===== src/rtl/fta_pkg.sv =====
// Shared types and constants of the frame timing accumulator.
package fta_pkg;

    localparam int FREQ_W  = 40;
    localparam int SCALE_W = 24;
    localparam int STEP_W  = 24;
    localparam int TICK_W  = 64;
    localparam int UDT_W   = 23;
    localparam int SDT_W   = 30;
    localparam int TOT_W   = 56;
    localparam int ACC_W   = 31;
    localparam int SCNT_W  = 4;
    localparam int ALPHA_W = 17;
    localparam int CIDX_W  = 2;

    localparam int DIV_QW  = 22;
    localparam int DIV_RW  = 40;
    localparam int DIV_CW  = 5;

    localparam logic [DIV_CW-1:0] FT_ITERS = 5'd22;
    localparam logic [DIV_CW-1:0] AL_ITERS = 5'd17;

    localparam logic [UDT_W-1:0]   FRAME_CLAMP = 23'd4194304;
    localparam logic [FREQ_W-1:0]  FREQ_RST    = 40'd10000000;
    localparam logic [SCALE_W-1:0] SCALE_RST   = 24'd65536;
    localparam logic [STEP_W-1:0]  STEP_RST    = 24'd279620;

    localparam logic [CIDX_W-1:0] REG_FREQ  = 2'd0;
    localparam logic [CIDX_W-1:0] REG_SCALE = 2'd1;
    localparam logic [CIDX_W-1:0] REG_STEP  = 2'd2;

    typedef struct packed {
        logic load_in;
        logic prep;
        logic restart;
        logic first;
        logic clamp_ft;
        logic div_ft_start;
        logic div_ft_store;
        logic mul;
        logic acc;
        logic step_sub;
        logic acc_clamp;
        logic div_al_start;
        logic div_al_store;
        logic out_load;
    } t_cmd;

    typedef struct packed {
        logic req;
        logic started;
        logic ft_over;
        logic div_done;
        logic step_more;
    } t_sts;

endpackage


===== src/rtl/fta_div.sv =====
// Restoring divider, one quotient bit per cycle.
module fta_div (
    input  logic                        i_clk,
    input  logic                        i_rst_n,
    input  logic                        i_start,
    input  logic [fta_pkg::DIV_RW-1:0]  i_rem,
    input  logic [fta_pkg::DIV_QW-1:0]  i_bits,
    input  logic [fta_pkg::DIV_RW-1:0]  i_divisor,
    input  logic [fta_pkg::DIV_CW-1:0]  i_iters,
    output logic                        o_done,
    output logic [fta_pkg::DIV_QW-1:0]  o_quot
);
    import fta_pkg::*;

    logic [DIV_RW-1:0] r_rem;
    logic [DIV_QW-1:0] r_bits;
    logic [DIV_RW-1:0] r_div;
    logic [DIV_QW-1:0] r_quot;
    logic [DIV_CW-1:0] r_cnt;
    logic              r_busy;
    logic              r_done;

    logic [DIV_RW:0] n_trial;
    logic [DIV_RW:0] n_diff;
    logic            n_ge;

    assign n_trial = {r_rem, r_bits[DIV_QW-1]};
    assign n_diff  = n_trial - {1'b0, r_div};
    assign n_ge    = n_trial >= {1'b0, r_div};

    always_ff @(posedge i_clk) begin
        if (!i_rst_n) begin
            r_busy <= 1'b0;
            r_done <= 1'b0;
            r_cnt  <= '0;
        end else begin
            r_done <= r_busy && (r_cnt == DIV_CW'(1));
            if (i_start) begin
                r_busy <= 1'b1;
                r_cnt  <= i_iters;
            end else if (r_busy) begin
                r_cnt <= r_cnt - DIV_CW'(1);
                if (r_cnt == DIV_CW'(1)) begin
                    r_busy <= 1'b0;
                end
            end
        end
    end

    always_ff @(posedge i_clk) begin
        if (i_start) begin
            r_rem  <= i_rem;
            r_bits <= i_bits;
            r_div  <= i_divisor;
            r_quot <= '0;
        end else if (r_busy) begin
            r_rem  <= n_ge ? n_diff[DIV_RW-1:0] : n_trial[DIV_RW-1:0];
            r_bits <= {r_bits[DIV_QW-2:0], 1'b0};
            r_quot <= {r_quot[DIV_QW-2:0], n_ge};
        end
    end

    assign o_done = r_done;
    assign o_quot = r_quot;

endmodule


===== src/rtl/fta_dp.sv =====
// Datapath: config registers, timing state, multiplier, step loop and output register.
module fta_dp #(
    parameter int MAX_STEPS = 8
) (
    input  logic                          i_clk,
    input  logic                          i_rst_n,
    input  fta_pkg::t_cmd                 i_cmd,
    output fta_pkg::t_sts                 o_sts,
    input  logic                          i_cfg_we,
    input  logic [fta_pkg::CIDX_W-1:0]    i_cfg_index,
    input  logic [fta_pkg::FREQ_W-1:0]    i_cfg_data,
    input  logic                          i_req_type,
    input  logic [fta_pkg::TICK_W-1:0]    i_now_ticks,
    output logic [fta_pkg::UDT_W-1:0]     o_unscaled_dt,
    output logic [fta_pkg::SDT_W-1:0]     o_game_dt,
    output logic [fta_pkg::TOT_W-1:0]     o_game_total,
    output logic [fta_pkg::TOT_W-1:0]     o_real_total,
    output logic [fta_pkg::SCNT_W-1:0]    o_step_count,
    output logic [fta_pkg::ALPHA_W-1:0]   o_alpha
);
    import fta_pkg::*;

    localparam int CW = $clog2(MAX_STEPS + 1);
    localparam int SW = (CW > SCNT_W) ? CW : SCNT_W;
    localparam logic [CW-1:0] MAX_CNT = CW'(MAX_STEPS);

    logic [FREQ_W-1:0]  r_freq;
    logic [SCALE_W-1:0] r_scale;
    logic [STEP_W-1:0]  r_step;

    logic               r_req;
    logic [TICK_W-1:0]  r_now;
    logic [TICK_W-1:0]  r_last;
    logic               r_started;
    logic [TOT_W-1:0]   r_real;
    logic [TOT_W-1:0]   r_game;
    logic [ACC_W-1:0]   r_acc;

    logic [UDT_W-1:0]   r_udt;
    logic [SDT_W-1:0]   r_sdt;
    logic [CW-1:0]      r_cnt;
    logic [ALPHA_W-1:0] r_alpha;

    logic [TICK_W-1:0]   n_diff;
    logic [TICK_W+1:0]   n_diff4;
    logic [46:0]         n_prod;
    logic [ACC_W-1:0]    n_step;
    logic [SW-1:0]       n_cnt_ext;

    logic                div_start;
    logic [DIV_RW-1:0]   div_rem;
    logic [DIV_QW-1:0]   div_bits;
    logic [DIV_RW-1:0]   div_divisor;
    logic [DIV_CW-1:0]   div_iters;
    logic                div_done;
    logic [DIV_QW-1:0]   div_quot;

    assign n_diff  = r_now - r_last;
    assign n_diff4 = {n_diff, 2'b00};
    assign n_prod  = 47'(r_udt) * 47'(r_scale);
    assign n_step  = ACC_W'(r_step);
    assign n_cnt_ext = SW'(r_cnt);

    always_comb begin
        div_start   = i_cmd.div_ft_start || i_cmd.div_al_start;
        div_rem     = {n_diff[DIV_RW-3:0], 2'b00};
        div_bits    = '0;
        div_divisor = r_freq;
        div_iters   = FT_ITERS;
        if (i_cmd.div_al_start) begin
            div_rem     = DIV_RW'(r_acc[ACC_W-1:1]);
            div_bits    = {r_acc[0], {(DIV_QW-1){1'b0}}};
            div_divisor = DIV_RW'(r_step);
            div_iters   = AL_ITERS;
        end
    end

    fta_div u_div (
        .i_clk     (i_clk),
        .i_rst_n   (i_rst_n),
        .i_start   (div_start),
        .i_rem     (div_rem),
        .i_bits    (div_bits),
        .i_divisor (div_divisor),
        .i_iters   (div_iters),
        .o_done    (div_done),
        .o_quot    (div_quot)
    );

    always_comb begin
        o_sts.req       = r_req;
        o_sts.started   = r_started;
        o_sts.ft_over   = n_diff4 >= (TICK_W+2)'(r_freq);
        o_sts.div_done  = div_done;
        o_sts.step_more = (r_acc >= n_step) && (r_cnt < MAX_CNT);
    end

    always_ff @(posedge i_clk) begin
        if (!i_rst_n) begin
            r_freq  <= FREQ_RST;
            r_scale <= SCALE_RST;
            r_step  <= STEP_RST;
        end else if (i_cfg_we) begin
            case (i_cfg_index)
                REG_FREQ: begin
                    if (i_cfg_data != '0) r_freq <= i_cfg_data;
                end
                REG_SCALE: begin
                    r_scale <= i_cfg_data[SCALE_W-1:0];
                end
                REG_STEP: begin
                    if (i_cfg_data[STEP_W-1:0] != '0) r_step <= i_cfg_data[STEP_W-1:0];
                end
                default: begin
                end
            endcase
        end
    end

    always_ff @(posedge i_clk) begin
        if (!i_rst_n) begin
            r_last    <= '0;
            r_started <= 1'b0;
            r_real    <= '0;
            r_game    <= '0;
            r_acc     <= '0;
        end else begin
            if (i_cmd.prep) r_last <= r_now;
            if (i_cmd.restart) begin
                r_started <= 1'b0;
                r_real    <= '0;
                r_game    <= '0;
                r_acc     <= '0;
            end
            if (i_cmd.first) r_started <= 1'b1;
            if (i_cmd.acc) begin
                r_real <= r_real + TOT_W'(r_udt);
                r_game <= r_game + TOT_W'(r_sdt);
                r_acc  <= r_acc + ACC_W'(r_sdt);
            end
            if (i_cmd.step_sub) r_acc <= r_acc - n_step;
            if (i_cmd.acc_clamp && (r_acc > n_step)) r_acc <= n_step;
        end
    end

    always_ff @(posedge i_clk) begin
        if (i_cmd.load_in) begin
            r_req <= i_req_type;
            r_now <= i_now_ticks;
        end
        if (i_cmd.restart || i_cmd.first) begin
            r_udt   <= '0;
            r_sdt   <= '0;
            r_cnt   <= '0;
            r_alpha <= '0;
        end
        if (i_cmd.clamp_ft) r_udt <= FRAME_CLAMP;
        if (i_cmd.div_ft_store) r_udt <= UDT_W'(div_quot);
        if (i_cmd.mul) r_sdt <= n_prod[SDT_W+15:16];
        if (i_cmd.acc) r_cnt <= '0;
        if (i_cmd.step_sub) r_cnt <= r_cnt + CW'(1);
        if (i_cmd.div_al_store) r_alpha <= div_quot[ALPHA_W-1:0];
        if (i_cmd.out_load) begin
            o_unscaled_dt <= r_udt;
            o_game_dt     <= r_sdt;
            o_game_total  <= r_game;
            o_real_total  <= r_real;
            o_step_count  <= n_cnt_ext[SCNT_W-1:0];
            o_alpha       <= r_alpha;
        end
    end

endmodule


===== src/rtl/fta_ctrl.sv =====
// Controller state machine sequencing one item through the datapath.
module fta_ctrl (
    input  logic          i_clk,
    input  logic          i_rst_n,
    input  logic          i_valid,
    output logic          o_stall,
    output logic          o_valid,
    input  logic          i_stall,
    input  fta_pkg::t_sts i_sts,
    output fta_pkg::t_cmd o_cmd
);
    import fta_pkg::*;

    localparam logic [3:0] S_IDLE  = 4'd0;
    localparam logic [3:0] S_PREP  = 4'd1;
    localparam logic [3:0] S_FTDIV = 4'd2;
    localparam logic [3:0] S_MUL   = 4'd3;
    localparam logic [3:0] S_ACC   = 4'd4;
    localparam logic [3:0] S_STEP  = 4'd5;
    localparam logic [3:0] S_ALST  = 4'd6;
    localparam logic [3:0] S_ALDIV = 4'd7;
    localparam logic [3:0] S_DONE  = 4'd8;

    logic [3:0] r_state;
    logic [3:0] n_state;
    logic       r_ovalid;

    assign o_stall = (r_state != S_IDLE);
    assign o_valid = r_ovalid;

    always_comb begin
        o_cmd   = '0;
        n_state = r_state;
        case (r_state)
            S_IDLE: begin
                if (i_valid) begin
                    o_cmd.load_in = 1'b1;
                    n_state       = S_PREP;
                end
            end
            S_PREP: begin
                o_cmd.prep = 1'b1;
                if (i_sts.req) begin
                    o_cmd.restart = 1'b1;
                    n_state       = S_DONE;
                end else if (!i_sts.started) begin
                    o_cmd.first = 1'b1;
                    n_state     = S_DONE;
                end else if (i_sts.ft_over) begin
                    o_cmd.clamp_ft = 1'b1;
                    n_state        = S_MUL;
                end else begin
                    o_cmd.div_ft_start = 1'b1;
                    n_state            = S_FTDIV;
                end
            end
            S_FTDIV: begin
                if (i_sts.div_done) begin
                    o_cmd.div_ft_store = 1'b1;
                    n_state            = S_MUL;
                end
            end
            S_MUL: begin
                o_cmd.mul = 1'b1;
                n_state   = S_ACC;
            end
            S_ACC: begin
                o_cmd.acc = 1'b1;
                n_state   = S_STEP;
            end
            S_STEP: begin
                if (i_sts.step_more) begin
                    o_cmd.step_sub = 1'b1;
                end else begin
                    o_cmd.acc_clamp = 1'b1;
                    n_state         = S_ALST;
                end
            end
            S_ALST: begin
                o_cmd.div_al_start = 1'b1;
                n_state            = S_ALDIV;
            end
            S_ALDIV: begin
                if (i_sts.div_done) begin
                    o_cmd.div_al_store = 1'b1;
                    n_state            = S_DONE;
                end
            end
            S_DONE: begin
                if (!r_ovalid || !i_stall) begin
                    o_cmd.out_load = 1'b1;
                    n_state        = S_IDLE;
                end
            end
            default: begin
                n_state = S_IDLE;
            end
        endcase
    end

    always_ff @(posedge i_clk) begin
        if (!i_rst_n) begin
            r_state  <= S_IDLE;
            r_ovalid <= 1'b0;
        end else begin
            r_state <= n_state;
            if (o_cmd.out_load) begin
                r_ovalid <= 1'b1;
            end else if (r_ovalid && !i_stall) begin
                r_ovalid <= 1'b0;
            end
        end
    end

endmodule


===== src/rtl/fixed_timestep_accumulator.sv =====
// Top level of the fixed timestep frame timing accumulator.
// One item at a time: a frame item holds the input from its accept to the earliest next accept,
// the longer the more fixed steps it takes (at most MAX_STEPS); a clamped frame time skips the
// frame time divide. Restart and first-frame items go straight from preparation to the output
// register. The time per frame item is set by the shared restoring divider, which yields one
// quotient bit per cycle (22 for the frame time, 17 for alpha), and by the step loop, which
// subtracts one fixed step per cycle and ends with an exit test. The finished result waits
// in an output register while the next item is accepted; a result still waiting there holds
// back the next one. Config writes are always ready and take effect at once; write them only
// while the block is idle.
module fixed_timestep_accumulator #(
    parameter int MAX_STEPS = 8
) (
    input  logic                          i_clk,
    input  logic                          i_rst_n,
    input  logic                          i_valid,
    output logic                          o_stall,
    input  logic                          i_req_type,
    input  logic [fta_pkg::TICK_W-1:0]    i_now_ticks,
    output logic                          o_valid,
    input  logic                          i_stall,
    output logic [fta_pkg::UDT_W-1:0]     o_unscaled_dt,
    output logic [fta_pkg::SDT_W-1:0]     o_game_dt,
    output logic [fta_pkg::TOT_W-1:0]     o_game_total,
    output logic [fta_pkg::TOT_W-1:0]     o_real_total,
    output logic [fta_pkg::SCNT_W-1:0]    o_step_count,
    output logic [fta_pkg::ALPHA_W-1:0]   o_alpha,
    input  logic                          i_cfg_valid,
    output logic                          o_cfg_ready,
    input  logic [fta_pkg::CIDX_W-1:0]    i_cfg_index,
    input  logic [fta_pkg::FREQ_W-1:0]    i_cfg_data
);
    import fta_pkg::*;

    t_cmd cmd;
    t_sts sts;

    assign o_cfg_ready = 1'b1;

    fta_ctrl u_ctrl (
        .i_clk   (i_clk),
        .i_rst_n (i_rst_n),
        .i_valid (i_valid),
        .o_stall (o_stall),
        .o_valid (o_valid),
        .i_stall (i_stall),
        .i_sts   (sts),
        .o_cmd   (cmd)
    );

    fta_dp #(
        .MAX_STEPS (MAX_STEPS)
    ) u_dp (
        .i_clk          (i_clk),
        .i_rst_n        (i_rst_n),
        .i_cmd          (cmd),
        .o_sts          (sts),
        .i_cfg_we       (i_cfg_valid && o_cfg_ready),
        .i_cfg_index    (i_cfg_index),
        .i_cfg_data     (i_cfg_data),
        .i_req_type     (i_req_type),
        .i_now_ticks    (i_now_ticks),
        .o_unscaled_dt  (o_unscaled_dt),
        .o_game_dt      (o_game_dt),
        .o_game_total   (o_game_total),
        .o_real_total   (o_real_total),
        .o_step_count   (o_step_count),
        .o_alpha        (o_alpha)
    );

endmodule

===== config.mk =====
export PLATFORM = sky130hd
export DESIGN_NAME = fixed_timestep_accumulator
export DESIGN_NICKNAME = d
export VERILOG_FILES = /design/src/rtl/fta_pkg.sv /design/src/rtl/fta_div.sv /design/src/rtl/fta_dp.sv /design/src/rtl/fta_ctrl.sv /design/src/rtl/fixed_timestep_accumulator.sv
export SDC_FILE = /design/constraint.sdc
export NUM_CORES = 2
export LEC_CHECK = 0
export BUFFER_PORTS_ARGS = -buffer_cell sky130_fd_sc_hd__buf_2
export CORE_MARGIN = 5
export CORE_UTILIZATION = 23
export CTS_BUF_LIST = sky130_fd_sc_hd__clkbuf_16
export CTS_CLUSTER_SIZE = 14
export DETAILED_ROUTE_END_ITERATION = 8
export GPL_TIMING_DRIVEN = 0
export SYNTH_ARGS = -nofsm -noshare
export SYNTH_HDL_FRONTEND = slang
export SYNTH_SLANG_ARGS = --single-unit

===== constraint.sdc =====
create_clock -name i_clk -period 28.3 [get_ports i_clk]
set_input_delay 4.245 -clock i_clk [delete_from_list [all_inputs] [get_ports i_clk]]
set_output_delay 4.245 -clock i_clk [all_outputs]
set_load 0.005 [all_outputs]

==> results.yml <==
status:
  status: "complete, but fails checks"
  violations: "design-rule violations"
critical_path:
  ff2ff_setup_slack_ns: 19.50
  slowest_stage: "edfxtp_1"
  start_kind: "register"
  timing.rr.start: "u_dp.r_udt[16]$_SDFFCE_PN0P_"
  cpPeakStageDelay_ns: 0.98
  crit_path_end_kind: "register"
  crit_required_ns: 28.72
  crit_type: "reg2reg"
  arrival_ns: 9.22
  r2r-end: "u_dp.r_sdt[29]$_SDFFCE_PN0P_"
  reg2regPathDepth: 25
  cp_max_fo: 10
  cp_common_cell: "fa_1"
layout:
  drive_gt1_share_pct: 8.14
  synthToLayoutAreaGrowth_pct: 15.5
  stdcell_count: 9702
  nFillCells: 26138
  fin_nets: 7378
global_routing:
  antenna_found_initial: 22
  grt_start_max_net_pins: 50
  overflow: 0
  grt_pass1_vias: 45672
  grt_use_total_pct: 15.7
  grt_pass1_wl_um: 303000
power_and_ir_drop:
  finalPower_uw: 3870
  power_per_cell_area_nw_per_um2: 59.3
  ir_worst_vdd_uv: 48.1
  p_leak_uw: 0.0274
floorplan:
  ios: 301
  start_util_pct: 23.1
  fp-row-count: 182
  fp.dieW_um: 506
  core-area_um2: 245000
  die_h_um: 506
  fp.dieArea_um2: 256000
yosys:
  yosysMostFrequentCell: "nand2_1"
  yosys-top-cells-area: "edfxtp_1 (21%), fa_1 (16%), dfxtp_1 (12%)"
  synth_edf_count: 405
  ys_ff_latch: 736
  ys_top_cells_by_count: "nand2_1 (768), inv_1 (761), fa_1 (463), ha_1 (416), edfxtp_1 (405)"
  yosysTopAreaCell: "edfxtp_1"
  synth.cell_area_um2: 56600
  synth_cell_types: 91
  synthArstFlopShare_pct: 0
  synth_top_area_share_pct: 21.5
  yosysWarningCount: 0
  synth_seq_area_share_pct: 33.2
  syn_nets: 6980
  avgSynthCellArea_um2: 9.45
  syn_inst: 5989
  synth_ff_type: "edfxtp_1"
sta:
  fin_worst_skew_ns: 0.0693
  slew_headroom_pct: 7.47
  post-route-period-util_pct: 31.1
  setup_ws_ns: 19.50
  hold_viol: 0
  rsz0062_at_grt: "no"
  post-route-min-period_ns: 8.80
  fmax_ghz: 0.114
  worst_pin_slew_ns: 1.39
  maxSlewViolCount: 0
  setup_viol: 0
  setup_tns_ns: 0
placed_design:
  hpwl_um: 169000
  pre_cts_ws_ns: 19.45
  gp_congestion: 0.941
  portBuffers: 299
  dp.cells: 9518
clocking:
  postCtsHoldBufs: 0
  clockBufferDepth: 3
  root_buffer: "clkbuf_16"
  cts_tree: "yes"
  clk_pin_slew_worst_paths_ns: 0.06
  clock_latency_ns: 0.76
  htreeDepth: 3
  post-cts-setup-buffers: 0
  cts_sinks: 736
  numCtsBuffers: 87
  post_cts_resized: 0
route:
  wire_per_inst_um: 21.3
  post-route-drc-count: 2
  via_count: 46070
  routed_via_density: 4.75
  wl_um: 207000
  first_iter_violations: 3939
  ant_nets: 0
  drt_pre_antenna_iters: 8
hold_path:
  hold_path_end: "u_dp.o_alpha[5]$_DFFE_PP_"
  hp-start: "u_dp.r_alpha[5]$_SDFFCE_PN0P_"
  hold_class: "reg2reg"
  holdPathStages: 0
job:
  drv_cap: 0
## critical path: cells and delay by family (launching register included)
| family | cells | cell delay [ns] |
|---|---|---|
| simple gates | 3 | 0.47 |
| xor+xnor | 1 | 0.20 |
| buf+inv | 4 | 0.79 |
| fa+ha+maj | 8 | 4.01 |
| flops | 1 | 0.98 |
| compound gates | 9 | 2.04 |
## sequential cells by signal, indices dropped and copies added (netlist names), 31 cells and up
| register | flops |
|---|---|
| u_dp.r_acc | 31 |
| u_dp.o_real_total | 56 |
| u_dp.o_game_total | 56 |
| u_dp.r_game | 56 |
| u_dp.r_freq | 40 |
| u_dp.r_real | 56 |
| u_dp.u_div.r_div | 40 |
| u_dp.u_div.r_rem | 40 |
| u_dp.r_last | 64 |
| u_dp.r_now | 64 |
## power breakdown
| group | switching (µW) | internal, µW |
|---|---|---|
| registers | 124 | 1220 |
| clock network | 493 | 672 |
| logic | 879 | 482 |
| total | 1500 | 2380 |
## cell type report
| type | count | area, µm² | area share, % |
|---|---|---|---|
| well taps | 3220 | 4030 | 6.16 |
| multi-input cells | 4219 | 33900 | 51.9 |
| clock buffers | 89 | 2230 | 3.41 |
| repair buffers | 309 | 1690 | 2.59 |
| diodes | 20 | 50.0 | 0.0765 |
| plain buffers | 272 | 1070 | 1.64 |
| clock inverters | 75 | 758 | 1.16 |
| inverters | 762 | 2860 | 4.37 |
| flip-flops and latches | 736 | 18800 | 28.7 |
## kinds of logic (layout without fill, tap and decap cells)
family / after synthesis / in the layout / share of synthesized area [%]
buf+inv: 1034 / 1507 / 6.95
other cells: 1 / 21 / 0.00663
mux: 108 / 108 / 1.95
fa+ha+maj: 879 / 879 / 25.6
compound gates: 1099 / 1099 / 12.8
flops: 736 / 736 / 33.2
simple gates: 1911 / 1911 / 16.1
xor+xnor: 221 / 221 / 3.42
## layer usage
metal	wire length [µm]	up-vias	part of all wire, %	track usage, %
li1	-	21022	-	-
met1	91700	22884	44	21.7
met2	90400	1828	44	24.4
met3	17400	322	8.4	3.21
met4	7330	14	3.5	5.05
met5	85	-	0.041	0
## stage by stage
step	hold WS (ns)	util (%)	area [µm²]
floorplan	0.400	-	56600
detailed placement	0.405	25.4	62300
global placement	0.406	25.3	62100
CTS	0.419	26.6	65300
finish	0.406	26.6	65400
global route	0.415	26.6	65300
## worst max-delay path by stage
| stage | start | to | cells past startpoint |
|---|---|---|---|
| after detailed placement | u_dp.r_udt[16]$_SDFFCE_PN0P_ | u_dp.r_sdt[29]$_SDFFCE_PN0P_ | 25 |
| after global placement | i_stall | u_dp.o_game_dt[5]$_DFFE_PP_ | 2 |
| after floorplan | i_stall | u_dp.o_alpha[0]$_DFFE_PP_ | 1 |
| after global routing | u_dp.r_udt[16]$_SDFFCE_PN0P_ | u_dp.r_sdt[29]$_SDFFCE_PN0P_ | 25 |
| after CTS | u_dp.r_udt[16]$_SDFFCE_PN0P_ | u_dp.r_sdt[29]$_SDFFCE_PN0P_ | 25 |
| final | u_dp.r_udt[16]$_SDFFCE_PN0P_ | u_dp.r_sdt[29]$_SDFFCE_PN0P_ | 25 |
## placed cells by master (no fill, tap or decap), types with 233 or more instances in the layout
master and count:
inv_1 776, nand2_1 768, fa_1 463, ha_1 416, edfxtp_1 405, nor2_1 359, dfxtp_1 331, a21oi_1 323
buf_2 318, and2_1 294, clkbuf_1 233
Power figures use the tool's default switching activity.
